### src/rtl/newton_square_root_unit_macros.svh
// Assertion macros shared by the square root unit.
// Used by newton_square_root_unit only; no other dependencies.
`ifndef NEWTON_SQUARE_ROOT_UNIT_MACROS_SVH
`define NEWTON_SQUARE_ROOT_UNIT_MACROS_SVH

// Same-cycle implication, disabled while reset is low
`define NSR_ASSERT_NOW(label, clk, rst_n, ante, cons) \
  label: assert property (@(posedge clk) disable iff (!rst_n) (ante) |-> (cons)) \
    else $error("nsr assertion failed");

// Next-cycle implication, disabled while reset is low
`define NSR_ASSERT_NEXT(label, clk, rst_n, ante, cons) \
  label: assert property (@(posedge clk) disable iff (!rst_n) (ante) |=> (cons)) \
    else $error("nsr assertion failed");

`endif

### src/rtl/nsr_pkg.sv
// Shared constants, types and codes for the Newton square root unit.
// No dependencies; imported by every module of the block.
package nsr_pkg;

  localparam int FRAC_BITS = 16;
  localparam int MAX_ITER  = 32;

  localparam int VALUE_W  = 32;
  localparam int ROOT_W   = 24;
  localparam int STATUS_W = 2;
  localparam int TOL_W    = 17;
  localparam int GUESS_W  = 32;

  // Dividend is the non-negative value shifted up by the fraction bits,
  // padded to an even width so the divider retires two bits a cycle
  localparam int DIVD_W     = 2 * ((VALUE_W - 1 + FRAC_BITS + 1) / 2);
  localparam int DIV_STEPS  = DIVD_W / 2;
  localparam int DIV_CNT_W  = $clog2(DIV_STEPS + 1);
  localparam int ITER_W     = $clog2(MAX_ITER + 1);

  localparam logic [GUESS_W-1:0] GUESS_ONE = GUESS_W'(1) << FRAC_BITS;
  localparam logic [ROOT_W-1:0]  ROOT_MAX  = {ROOT_W{1'b1}};
  localparam logic [TOL_W-1:0]   TOL_RESET = TOL_W'(1);

  typedef enum logic [STATUS_W-1:0] {
    ST_CONVERGED = 2'd0,
    ST_INVALID   = 2'd1,
    ST_LIMIT     = 2'd2
  } status_t;

  typedef enum logic [2:0] {
    S_IDLE,
    S_LOAD,
    S_DIV,
    S_CHECK,
    S_EMIT
  } state_t;

  // Controller to datapath
  typedef struct packed {
    logic load;
    logic div_start;
    logic update;
    logic emit;
  } nsr_cmd_t;

  // Datapath to controller
  typedef struct packed {
    logic neg;
    logic trivial;
    logic div_done;
    logic conv;
  } nsr_sts_t;

endpackage

### src/rtl/nsr_div.sv
// Restoring unsigned divider, two quotient bits per cycle.
// Depends on nsr_pkg for widths and step count.
module nsr_div
  import nsr_pkg::*;
(
  input  logic               clk,
  input  logic               rst_n,
  input  logic               start,
  input  logic [DIVD_W-1:0]  dividend,
  input  logic [GUESS_W-1:0] divisor,
  output logic               done,
  output logic [DIVD_W-1:0]  quotient
);

  logic [GUESS_W-1:0]   rem_r,  rem_nxt;
  logic [DIVD_W-1:0]    quo_r,  quo_nxt;
  logic [GUESS_W-1:0]   dsr_r;
  logic [DIV_CNT_W-1:0] cnt_r;
  logic                 busy_r;
  logic                 done_r;

  logic [GUESS_W:0] trial1, trial2;
  logic [GUESS_W:0] part1, part2;
  logic             bit1, bit2;

  always_comb begin
    trial1 = {rem_r, quo_r[DIVD_W-1]};
    bit1   = (trial1 >= {1'b0, dsr_r});
    part1  = bit1 ? (trial1 - {1'b0, dsr_r}) : trial1;
    trial2 = {part1[GUESS_W-1:0], quo_r[DIVD_W-2]};
    bit2   = (trial2 >= {1'b0, dsr_r});
    part2  = bit2 ? (trial2 - {1'b0, dsr_r}) : trial2;
    rem_nxt = part2[GUESS_W-1:0];
    quo_nxt = {quo_r[DIVD_W-3:0], bit1, bit2};
  end

  // Datapath registers: load on start, shift while busy
  always_ff @(posedge clk) begin
    if (start) begin
      rem_r <= '0;
      quo_r <= dividend;
      dsr_r <= divisor;
    end else if (busy_r) begin
      rem_r <= rem_nxt;
      quo_r <= quo_nxt;
    end
  end

  always_ff @(posedge clk) begin
    if (!rst_n) begin
      busy_r <= 1'b0;
      done_r <= 1'b0;
      cnt_r  <= '0;
    end else begin
      done_r <= 1'b0;
      if (start) begin
        busy_r <= 1'b1;
        cnt_r  <= DIV_CNT_W'(DIV_STEPS);
      end else if (busy_r) begin
        cnt_r <= cnt_r - DIV_CNT_W'(1);
        if (cnt_r == DIV_CNT_W'(1)) begin
          busy_r <= 1'b0;
          done_r <= 1'b1;
        end
      end
    end
  end

  assign done     = done_r;
  assign quotient = quo_r;

endmodule

### src/rtl/nsr_datapath.sv
// Datapath: operand, guess pair, tolerance register, divider and convergence test.
// Depends on nsr_pkg and instantiates nsr_div.
module nsr_datapath
  import nsr_pkg::*;
(
  input  logic               clk,
  input  logic               rst_n,
  input  nsr_cmd_t           cmd,
  input  logic [VALUE_W-1:0] in_value,
  input  logic               cfg_we,
  input  logic [TOL_W-1:0]   cfg_tol,
  output nsr_sts_t           sts,
  output logic [ROOT_W-1:0]  root
);

  logic [VALUE_W-1:0] raw_r;
  logic [GUESS_W-1:0] last_r;
  logic [GUESS_W-1:0] next_r, next_nxt;
  logic [TOL_W-1:0]   tol_r;

  logic               in_neg, in_trivial;
  logic [DIVD_W-1:0]  dividend;
  logic [DIVD_W-1:0]  quotient;
  logic               div_done;
  logic [DIVD_W:0]    sum;
  logic [GUESS_W-1:0] diff;

  assign in_neg     = in_value[VALUE_W-1];
  assign in_trivial = (in_value == '0) || (in_value == VALUE_W'(GUESS_ONE));

  // value << FRAC_BITS, sign bit known clear here
  assign dividend = DIVD_W'(raw_r[VALUE_W-2:0]) << FRAC_BITS;

  nsr_div u_div (
    .clk      (clk),
    .rst_n    (rst_n),
    .start    (cmd.div_start),
    .dividend (dividend),
    .divisor  (next_r),
    .done     (div_done),
    .quotient (quotient)
  );

  // Average of guess and quotient, rounded down
  assign sum = (DIVD_W + 1)'(next_r) + (DIVD_W + 1)'(quotient);

  always_comb begin
    next_nxt = next_r;
    if (cmd.load) begin
      // Guess doubles as the result: zero when negative, value when trivial
      if (in_neg) begin
        next_nxt = '0;
      end else if (in_trivial) begin
        next_nxt = in_value[GUESS_W-1:0];
      end else begin
        next_nxt = GUESS_ONE;
      end
    end else if (cmd.update) begin
      next_nxt = sum[GUESS_W:1];
    end
  end

  always_ff @(posedge clk) begin
    if (cmd.load) begin
      raw_r <= in_value;
    end
    if (cmd.update) begin
      last_r <= next_r;
    end
    next_r <= next_nxt;
  end

  always_ff @(posedge clk) begin
    if (!rst_n) begin
      tol_r <= TOL_RESET;
    end else if (cfg_we) begin
      tol_r <= cfg_tol;
    end
  end

  assign diff = (last_r >= next_r) ? (last_r - next_r) : (next_r - last_r);

  assign sts.neg      = raw_r[VALUE_W-1];
  assign sts.trivial  = (raw_r == '0) || (raw_r == VALUE_W'(GUESS_ONE));
  assign sts.div_done = div_done;
  assign sts.conv     = (diff <= GUESS_W'(tol_r));

  assign root = (next_r > GUESS_W'(ROOT_MAX)) ? ROOT_MAX : next_r[ROOT_W-1:0];

endmodule

### src/rtl/nsr_ctrl.sv
// Controller state machine: sequences load, Newton steps and result hand-off.
// Depends on nsr_pkg for state, status and command types.
module nsr_ctrl
  import nsr_pkg::*;
(
  input  logic     clk,
  input  logic     rst_n,
  input  logic     in_valid,
  input  logic     out_free,
  input  nsr_sts_t sts,
  output logic     in_ready,
  output nsr_cmd_t cmd,
  output status_t  status
);

  state_t              state_r,  state_nxt;
  logic [ITER_W-1:0]   iter_r,   iter_nxt;
  status_t             status_r, status_nxt;

  always_ff @(posedge clk) begin
    if (!rst_n) begin
      state_r  <= S_IDLE;
      iter_r   <= '0;
      status_r <= ST_CONVERGED;
    end else begin
      state_r  <= state_nxt;
      iter_r   <= iter_nxt;
      status_r <= status_nxt;
    end
  end

  always_comb begin
    state_nxt  = state_r;
    iter_nxt   = iter_r;
    status_nxt = status_r;
    cmd        = '0;
    in_ready   = 1'b0;
    case (state_r)
      S_IDLE: begin
        in_ready = 1'b1;
        if (in_valid) begin
          cmd.load  = 1'b1;
          state_nxt = S_LOAD;
        end
      end
      S_LOAD: begin
        if (sts.neg) begin
          status_nxt = ST_INVALID;
          state_nxt  = S_EMIT;
        end else if (sts.trivial) begin
          status_nxt = ST_CONVERGED;
          state_nxt  = S_EMIT;
        end else begin
          cmd.div_start = 1'b1;
          iter_nxt      = '0;
          state_nxt     = S_DIV;
        end
      end
      S_DIV: begin
        if (sts.div_done) begin
          cmd.update = 1'b1;
          iter_nxt   = iter_r + ITER_W'(1);
          state_nxt  = S_CHECK;
        end
      end
      S_CHECK: begin
        if (sts.conv) begin
          status_nxt = ST_CONVERGED;
          state_nxt  = S_EMIT;
        end else if (iter_r >= ITER_W'(MAX_ITER)) begin
          status_nxt = ST_LIMIT;
          state_nxt  = S_EMIT;
        end else begin
          cmd.div_start = 1'b1;
          state_nxt     = S_DIV;
        end
      end
      S_EMIT: begin
        if (out_free) begin
          cmd.emit  = 1'b1;
          state_nxt = S_IDLE;
        end
      end
      default: begin
        state_nxt = S_IDLE;
      end
    endcase
  end

  assign status = status_r;

endmodule

### src/rtl/newton_square_root_unit.sv
// Newton-Raphson square root of a signed Q16.16 beat, result in unsigned Q8.16.
// Top level: joins nsr_ctrl and nsr_datapath; uses nsr_pkg and the assertion macros.
//
// Usage:
//   in_*  : one beat carries the value (signed Q16.16) in in_tdata.
//   out_* : one beat per input; out_tdata holds the root, out_tuser the status
//           (converged, negative input invalid, iteration limit reached).
//   cfg_* : writes the 17-bit tolerance; cfg_ready is always high. Write only
//           while the unit is idle. Tolerance resets to one LSB.
// Sequencing: negative, zero and one inputs skip the divider and pass from the
//   load state straight to emit. Otherwise each Newton step runs the shared
//   radix-4 divider, which retires two quotient bits a cycle, plus the start
//   and check cycles; an item takes at most MAX_ITER steps.
// One item is in flight at a time; in_tready is high only between items. A
//   finished result sits in the output register, so a new beat is accepted
//   while it waits; a second result holds the controller until out_tready.
// Reset (synchronous, active low) drops any item in progress and empties the
//   output register.
`include "newton_square_root_unit_macros.svh"

module newton_square_root_unit
  import nsr_pkg::*;
(
  input  logic                clk,
  input  logic                rst_n,
  // Input channel
  input  logic                in_tvalid,
  output logic                in_tready,
  input  logic [VALUE_W-1:0]  in_tdata,   // [31:0] value
  // Result channel
  output logic                out_tvalid,
  input  logic                out_tready,
  output logic [ROOT_W-1:0]   out_tdata,  // [23:0] root
  output logic [STATUS_W-1:0] out_tuser,  // [1:0] status
  // Configuration channel
  input  logic                cfg_valid,
  output logic                cfg_ready,
  input  logic [TOL_W-1:0]    cfg_data    // [16:0] tolerance
);

  nsr_cmd_t cmd;
  nsr_sts_t sts;
  status_t  status;
  logic [ROOT_W-1:0] root;
  logic              out_free;

  logic                out_valid_r;
  logic [ROOT_W-1:0]   out_root_r;
  logic [STATUS_W-1:0] out_status_r;

  // Output register may be refilled once the waiting beat leaves
  assign out_free  = !out_valid_r || out_tready;
  assign cfg_ready = 1'b1;

  nsr_ctrl u_ctrl (
    .clk      (clk),
    .rst_n    (rst_n),
    .in_valid (in_tvalid),
    .out_free (out_free),
    .sts      (sts),
    .in_ready (in_tready),
    .cmd      (cmd),
    .status   (status)
  );

  nsr_datapath u_dp (
    .clk      (clk),
    .rst_n    (rst_n),
    .cmd      (cmd),
    .in_value (in_tdata),
    .cfg_we   (cfg_valid),
    .cfg_tol  (cfg_data),
    .sts      (sts),
    .root     (root)
  );

  // Result payload: capture on emit, hold otherwise
  always_ff @(posedge clk) begin
    if (cmd.emit) begin
      out_root_r   <= root;
      out_status_r <= status;
    end
  end

  always_ff @(posedge clk) begin
    if (!rst_n) begin
      out_valid_r <= 1'b0;
    end else if (cmd.emit) begin
      out_valid_r <= 1'b1;
    end else if (out_tready) begin
      out_valid_r <= 1'b0;
    end
  end

  assign out_tvalid = out_valid_r;
  assign out_tdata  = out_root_r;
  assign out_tuser  = out_status_r;

  // An invalid result always carries a zero root
  `NSR_ASSERT_NOW(a_invalid_zero, clk, rst_n, out_valid_r && (out_status_r == ST_INVALID), out_root_r == '0)
  // Accepting a beat closes the input until the item is finished
  `NSR_ASSERT_NEXT(a_busy_after_accept, clk, rst_n, in_tvalid && in_tready, !in_tready)
  // Never overwrite a result still waiting for the receiver
  `NSR_ASSERT_NOW(a_no_overwrite, clk, rst_n, cmd.emit, !(out_valid_r && !out_tready))

endmodule

### config.mk
export PLATFORM = sky130hd
export DESIGN_NAME = newton_square_root_unit
export DESIGN_NICKNAME = d
export VERILOG_FILES = /design/src/rtl/nsr_pkg.sv /design/src/rtl/nsr_div.sv /design/src/rtl/nsr_datapath.sv /design/src/rtl/nsr_ctrl.sv /design/src/rtl/newton_square_root_unit.sv
export VERILOG_INCLUDE_DIRS = /design/src /design/src/rtl
export SDC_FILE = /design/constraint.sdc
export NUM_CORES = 1
export LEC_CHECK = 0
export BUFFER_PORTS_ARGS = -buffer_cell sky130_fd_sc_hd__buf_2
export CORE_MARGIN = 1.5
export CORE_UTILIZATION = 45
export CTS_CLUSTER_SIZE = 28
export DETAILED_ROUTE_END_ITERATION = 6
export SLEW_MARGIN = 10
export SYNTH_ARGS = -nofsm -noshare
export SYNTH_HDL_FRONTEND = slang
export SYNTH_SLANG_ARGS = --single-unit
### constraint.sdc
create_clock -name clk -period 6.8 [get_ports clk]
set_input_delay 1.36 -clock clk [delete_from_list [all_inputs] [get_ports clk]]
set_output_delay 1.36 -clock clk [all_outputs]
set_load 0.1 [all_outputs]
==> impl_metrics.toml, run 1 <==
[clocking]
clock_path_buffers = 3
clk_pin_slew_worst_paths_ns = 0.06
clkSinkCount = 270
cts_buffers = 31
htreeDepth = 1
root_buffer = "clkbuf_16"
clk_latency_ns = 0.59
cts_tree = "done"
cts-hold-fix-buffers = 0

[place]
gp_congestion = 0.881
io_buffers = 81
hpwl_um = 37000

[yosys]
synthesis.area_um2 = 19300
yosysMostFrequentCell = "nor2_1"
synth_cell_type_count = 81
yosys_register_bits = 270
synth_area_leaders = "edfxtp_1, ha_1, dfxtp_1"
synth_top_area_frac = 0.288
synthXorXnorAreaFrac = 0.0527
synthArstFlopShare = 0
ys_top_cells_by_count = "nor2_1, edfxtp_1, inv_1"
avgSynthCellArea_um2 = 9.16
synth-edff-count = 185
synthMuxAreaShare = 0.0494
synth_area_leader_cell = "edfxtp_1"
synthAdderAreaFrac = 0.121
synth-compound-area-share = 0.194
ys_seq_area_frac = 0.377
synth_simple_gate_area_frac = 0.149
synthFlopType = "edfxtp_1"
syn_inst = 2103
syn_nets = 2341
synth_top_family_by_area = "compound AO/OA/AOI/OAI gates"
yosysWarnings = 0

[final_layout]
post-route-util = 0.506
n_antenna_cell = 0
nNetsFinal = 2397
drive_above_1_share = 0.102
area_delta_synth_final_pct = 10.7

[status]
status = "completed"

[timing]
hold_violations = 0
rsz0062_at_grt = "false"
fmax_mhz = 159
finalSetupViolCount = 0
finalCritPeriodShare = 0.925
tns_ns = 0
timing.hold.ws_ns = 0.442
slew_viol_final = 0
worst_pin_slew_ns = 0.921
clock_skew_ns = 0.0202
fin_crit_ns = 6.29
slew_headroom = 0.386

[floorplanning]
io_pins = 83
fp-row-count = 75
dieWidth_um = 210
start_util = 0.457
design.core.area_um2 = 42100
die_y_um = 210
dieArea_um2 = 44100

[critical_path]
cp_max_fo = 42
startpoint_type = "register"
critPathCaptureType = "register"
cp.arrival_ns = 6.82
critPathRequiredTime_ns = 7.32
critPathKind = "register to register"

[job]
cap_violations = 0

[route]
drc = 0
first_iter_violations = 896
routed_wl_um = 48300
avgViaCountPerCell = 5.68
vias = 15500
drt_pre_antenna_iters = 5
detail-route-antenna-nets = 0
wl_per_cell_um = 17.7

[grt]
grt_usage = 0.218
grt_max_degree = 84
grt_pass1_wl_um = 78200
first_global_vias = 15000
grt_overflow_total = 0
grt_antenna_before_repair = 0

[power]
vdd_drop_max_uv = 235
power-per-cell-area_nw_per_um2 = 435
power.leakage_nw = 8.90

[min_path]
hold_class = "register to register"
[area by class of cell]
cell class / instances / area, µm²
sequential: 270 / 7260
multi-input combinational: 1563 / 11000
fill: 3940 / 20800
clock buffer: 41 / 823
timing repair buffer: 109 / 666
clock inverter: 17 / 230
inverter: 184 / 694
tap: 539 / 674
[state kept, by name (all words and copies together), names as in the netlist]
register             flops
u_dp.u_div.quotient     48
u_dp.last_r             32
u_dp.next_r             32
u_dp.raw_r              32
u_dp.u_div.dsr_r        32
u_dp.u_div.rem_r        32
out_tdata               24
u_dp.tol_r              17
u_ctrl.iter_r            6
u_dp.u_div.cnt_r         5
u_ctrl.state_r           3
out_tuser                2
u_ctrl.status            2
out_tvalid               1
u_dp.u_div.busy_r        1
u_dp.u_div.done          1
[through the flow]
stage | instances | cell area, µm² | total power, mW | setup slack [ns]
finish | 2723 | 21300 | 9.29 | 0.509
detailed placement | 2663 | 20200 | 7.43 | 0.0384
global placement | 2663 | 20200 | 7.34 | 0.244
global route | 2723 | 21300 | 10.0 | 0.0296
floorplan | 2103 | 19300 | 6.23 | 0.614
CTS | 2721 | 21300 | 9.22 | 0.00581
[cell usage in the layout, fill, tap and decap left out, types with 10 or more instances in the layout]
master       n
a211oi_1    30
a211oi_2    21
a21o_1      76
a21oi_1    159
a31oi_1     14
and3_1      10
buf_2       81
buf_4       24
clkbuf_16   31
dfxtp_1     84
edfxtp_1   185
ha_1       179
inv_1      183
mux2i_1     84
nand2_1    168
nand2b_1    22
nand3_1     54
nand4_1     32
nor2_1     186
nor2b_1     36
nor3_1      35
nor4_1      20
o21a_1      22
o21ai_0    104
o21ai_1     12
o21bai_1    17
xnor2_1     55
xor2_1      61
[worst paths after layout]
kind                                 startpoint                                 to  slack (ns)  cells past startpoint
setup / recovery  u_dp.u_div.dsr_r[1]$_DFFE_PP_  u_dp.u_div.rem_r[30]$_SDFFE_PP0P_        0.51                     25
hold / removal    u_ctrl.status[0]$_SDFFE_PN0P_             out_tuser[0]$_DFFE_PP_        0.44                      0
setup reg to reg  u_dp.u_div.dsr_r[1]$_DFFE_PP_  u_dp.u_div.rem_r[30]$_SDFFE_PP0P_        0.51                     25
hold reg to reg   u_ctrl.status[0]$_SDFFE_PN0P_             out_tuser[0]$_DFFE_PP_        0.44                      0
[report_power, final]
part | internal [mW] | total [mW] | switching (mW)
clock | 1.04 | 1.74 | 0.698
sequential | 2.01 | 2.22 | 0.202
combinational | 2.23 | 5.33 | 3.10
total | 5.29 | 9.29 | 4.00
[repair_timing]
item	4_1_cts	5_1_grt
buffers inserted	0	1
gates resized for setup	0	8
setup endpoints to repair	0	105
endpoints found under the hold margin	0	0
[cell families after synthesis]
logic type / count (synthesis)
other: 1
muxes: 94
xor gates and xnor gates: 116
buffers and inverters: 271
adders and majority gates: 184
DFF: 270
AOI/OAI and AO/OA: 558
and+or+nand+nor: 609
[worst max-delay path, cell delays in order (launching register included)]
cell and delay, ns:
edfxtp_1 0.37, inv_1 0.17, ha_1 0.27, nor2b_1 0.14, o2111ai_1 0.21, a31oi_1 0.18
o2111ai_2 0.34, a31oi_1 0.17, o2111ai_1 0.29, a21oi_1 0.15, nor3_2 0.23, buf_12 0.24
mux2_2 0.37, ha_1 0.35, a21o_1 0.20, a21o_1 0.22, a211o_1 0.40, o211ai_1 0.39
a311oi_1 0.27, a221oi_2 0.37, o21ai_0 0.18, nor4_1 0.21, a21oi_1 0.10, xor2_1 0.14
nand3_1 0.09, a21oi_1 0.16
[metal layers]
| layer | vias to the layer above | part of all wire | GRT usage |
|---|---|---|---|
| met5 | - | 0 | 0 |
| met4 | 0 | 0.024 | 0.0590 |
| met3 | 64 | 0.041 | 0.0245 |
| met2 | 352 | 0.47 | 0.370 |
| met1 | 7345 | 0.46 | 0.295 |
| li1 | 7717 | - | - |
(Power assumes the default switching activity.)
==> run 2: changes to the inputs <==
Clock period 6.8 ns to 5.4 ns, I/O delays scaled along.
==> run 2 against run 1 <==
  * Critical endpoint is now u_dp.u_div.rem_r[26]$_SDFFE_PP0P_
  * Sequential share of layout area is 4.4 points lower
  * First-iteration DRC count is 7.9% lower
  * Final area is 15% higher
  * The run now ends with setup timing left
  * Sequential power is 24% higher
  * Largest power group unchanged
==> impl_metrics.toml, run 2 (same netlist as run 1, synthesis figures left out) <==
[final_layout]
layout_common_cells = "buf_4, edfxtp_1, nor2_1"
post-route-util = 0.581
nNetsFinal = 2717
stdcell_count = 3043
mostFrequentLayoutCell = "buf_4"
area_delta_synth_final_pct = 27.1
drive_above_1_share = 0.255
largest_reg_flops = 48
n_antenna_cell = 0

[clocking]
clk_pin_slew_worst_paths_ns = 0.06
cts_buffers = 31
root_buffer = "clkbuf_16"
cts_tree = "done"
clk_latency_ns = 0.59
clkSinkCount = 270
clock_path_buffers = 3
htreeDepth = 1
cts-hold-fix-buffers = 0

[power]
power.leakage_nw = 10.6
power-per-cell-area_nw_per_um2 = 591
vdd_drop_max_uv = 464

[timing]
worst_slack_ns = -0.100
finalCritPeriodShare = 1.02
slew_viol_final = 0
fmax_mhz = 182
finalSetupViolCount = 23
fin_crit_ns = 5.50
slew_headroom = 0.460
clock_skew_ns = 0.0136
tns_ns = -0.895
hold_violations = 0
worst_pin_slew_ns = 0.810
rsz0062_at_grt = "true"

[place]
hpwl_um = 40000
place_inst = 2933
gp_congestion = 0.941
io_buffers = 81

[floorplanning]
io_pins = 83
dieWidth_um = 210
start_util = 0.457
die_y_um = 210
dieArea_um2 = 44100
design.core.area_um2 = 42100
fp-row-count = 75

[route]
drt_pre_antenna_iters = 5
met3_length_um = 1710
top_layer_used = "met4"
vias = 16700
drc = 0
routed_wl_um = 52700
avgViaCountPerCell = 5.49
detail-route-antenna-nets = 0
first_iter_violations = 825
drt-met1-wl_um = 23900
wl_per_cell_um = 17.3
met2_length_um = 25400

[status]
violations = "setup timing"
status = "finished, violations left"

[grt]
grt_antenna_before_repair = 0
first_global_vias = 16500
grt_overflow_total = 0
grt_usage = 0.235
grt_pass1_wl_um = 84000
grt_max_degree = 46

[critical_path]
cpMaxStageDelayCell = "edfxtp_1"
cp_max_fo = 6
startpoint_type = "register"
cp.arrival_ns = 5.98
cpPeakStageDelay_ns = 0.40
critPathCaptureType = "register"
critPathKind = "register to register"
critPathRequiredTime_ns = 5.88

[min_path]
hold_class = "register to register"

[job]
cap_violations = 0
## run 2: repair_timing
item	4_1_cts	5_1_grt
setup endpoints to repair	124	152
cloned	3	3
pin swaps	20	60
gates resized for setup	49	106
setup buffers	24	25
## run 2: final timing paths
check | from | end | slack, ns | cells past startpoint
setup / recovery | u_dp.u_div.dsr_r[1]$_DFFE_PP_ | u_dp.u_div.rem_r[26]$_SDFFE_PP0P_ | -0.10 | 26
setup reg to reg | u_dp.u_div.dsr_r[1]$_DFFE_PP_ | u_dp.u_div.rem_r[26]$_SDFFE_PP0P_ | -0.10 | 26
hold reg to reg | u_ctrl.status[0]$_SDFFE_PN0P_ | out_tuser[0]$_DFFE_PP_ | 0.44 | 0
hold / removal | u_ctrl.status[0]$_SDFFE_PN0P_ | out_tuser[0]$_DFFE_PP_ | 0.44 | 0
## run 2: stage by stage
stage	cell area (µm²)	total power, mW	setup slack (ns)	hold WS [ns]
after floorplan	19300	7.92	0.0149	0.408
after global placement	22300	10.7	-0.384	0.417
after detailed placement	22300	10.8	-0.542	0.433
after CTS	23900	13.8	0.00219	0.436
after global routing	24500	15.5	-0.372	0.448
final	24500	14.5	-0.100	0.442
## run 2: layout make-up
type | count | area, µm²
clock buffers | 42 | 888
clock inverters | 16 | 160
fillers | 3726 | 17600
inverters | 184 | 691
multi-input cells | 1565 | 11600
flip-flops and latches | 270 | 7260
well taps | 539 | 674
repair buffers | 427 | 3200
## run 2: worst max-delay path: cells and delay by family (launching register included)
kind	cells	cell delay, ns
AO/OA/AOI/OAI	12	2.55
AND/OR/NAND/NOR	6	1.03
multiplexers	3	0.57
buffers and inverters	3	0.41
adder cells (fa/ha/maj)	2	0.44
flip-flops	1	0.40
## run 2: report_power, final
part / leakage (nW) / internal, mW / switching (mW)
registers: 2.36 / 2.53 / 0.213
clock network: 0.515 / 1.26 / 0.907
logic: 7.72 / 4.74 / 4.82
## run 2: per-layer routing
metal | vias to the layer above | GRT usage
met3 | 103 | 0.0221
met1 | 7921 | 0.312
met5 | - | 0
met4 | 0 | 0.0772
met2 | 331 | 0.405
li1 | 8352 | -
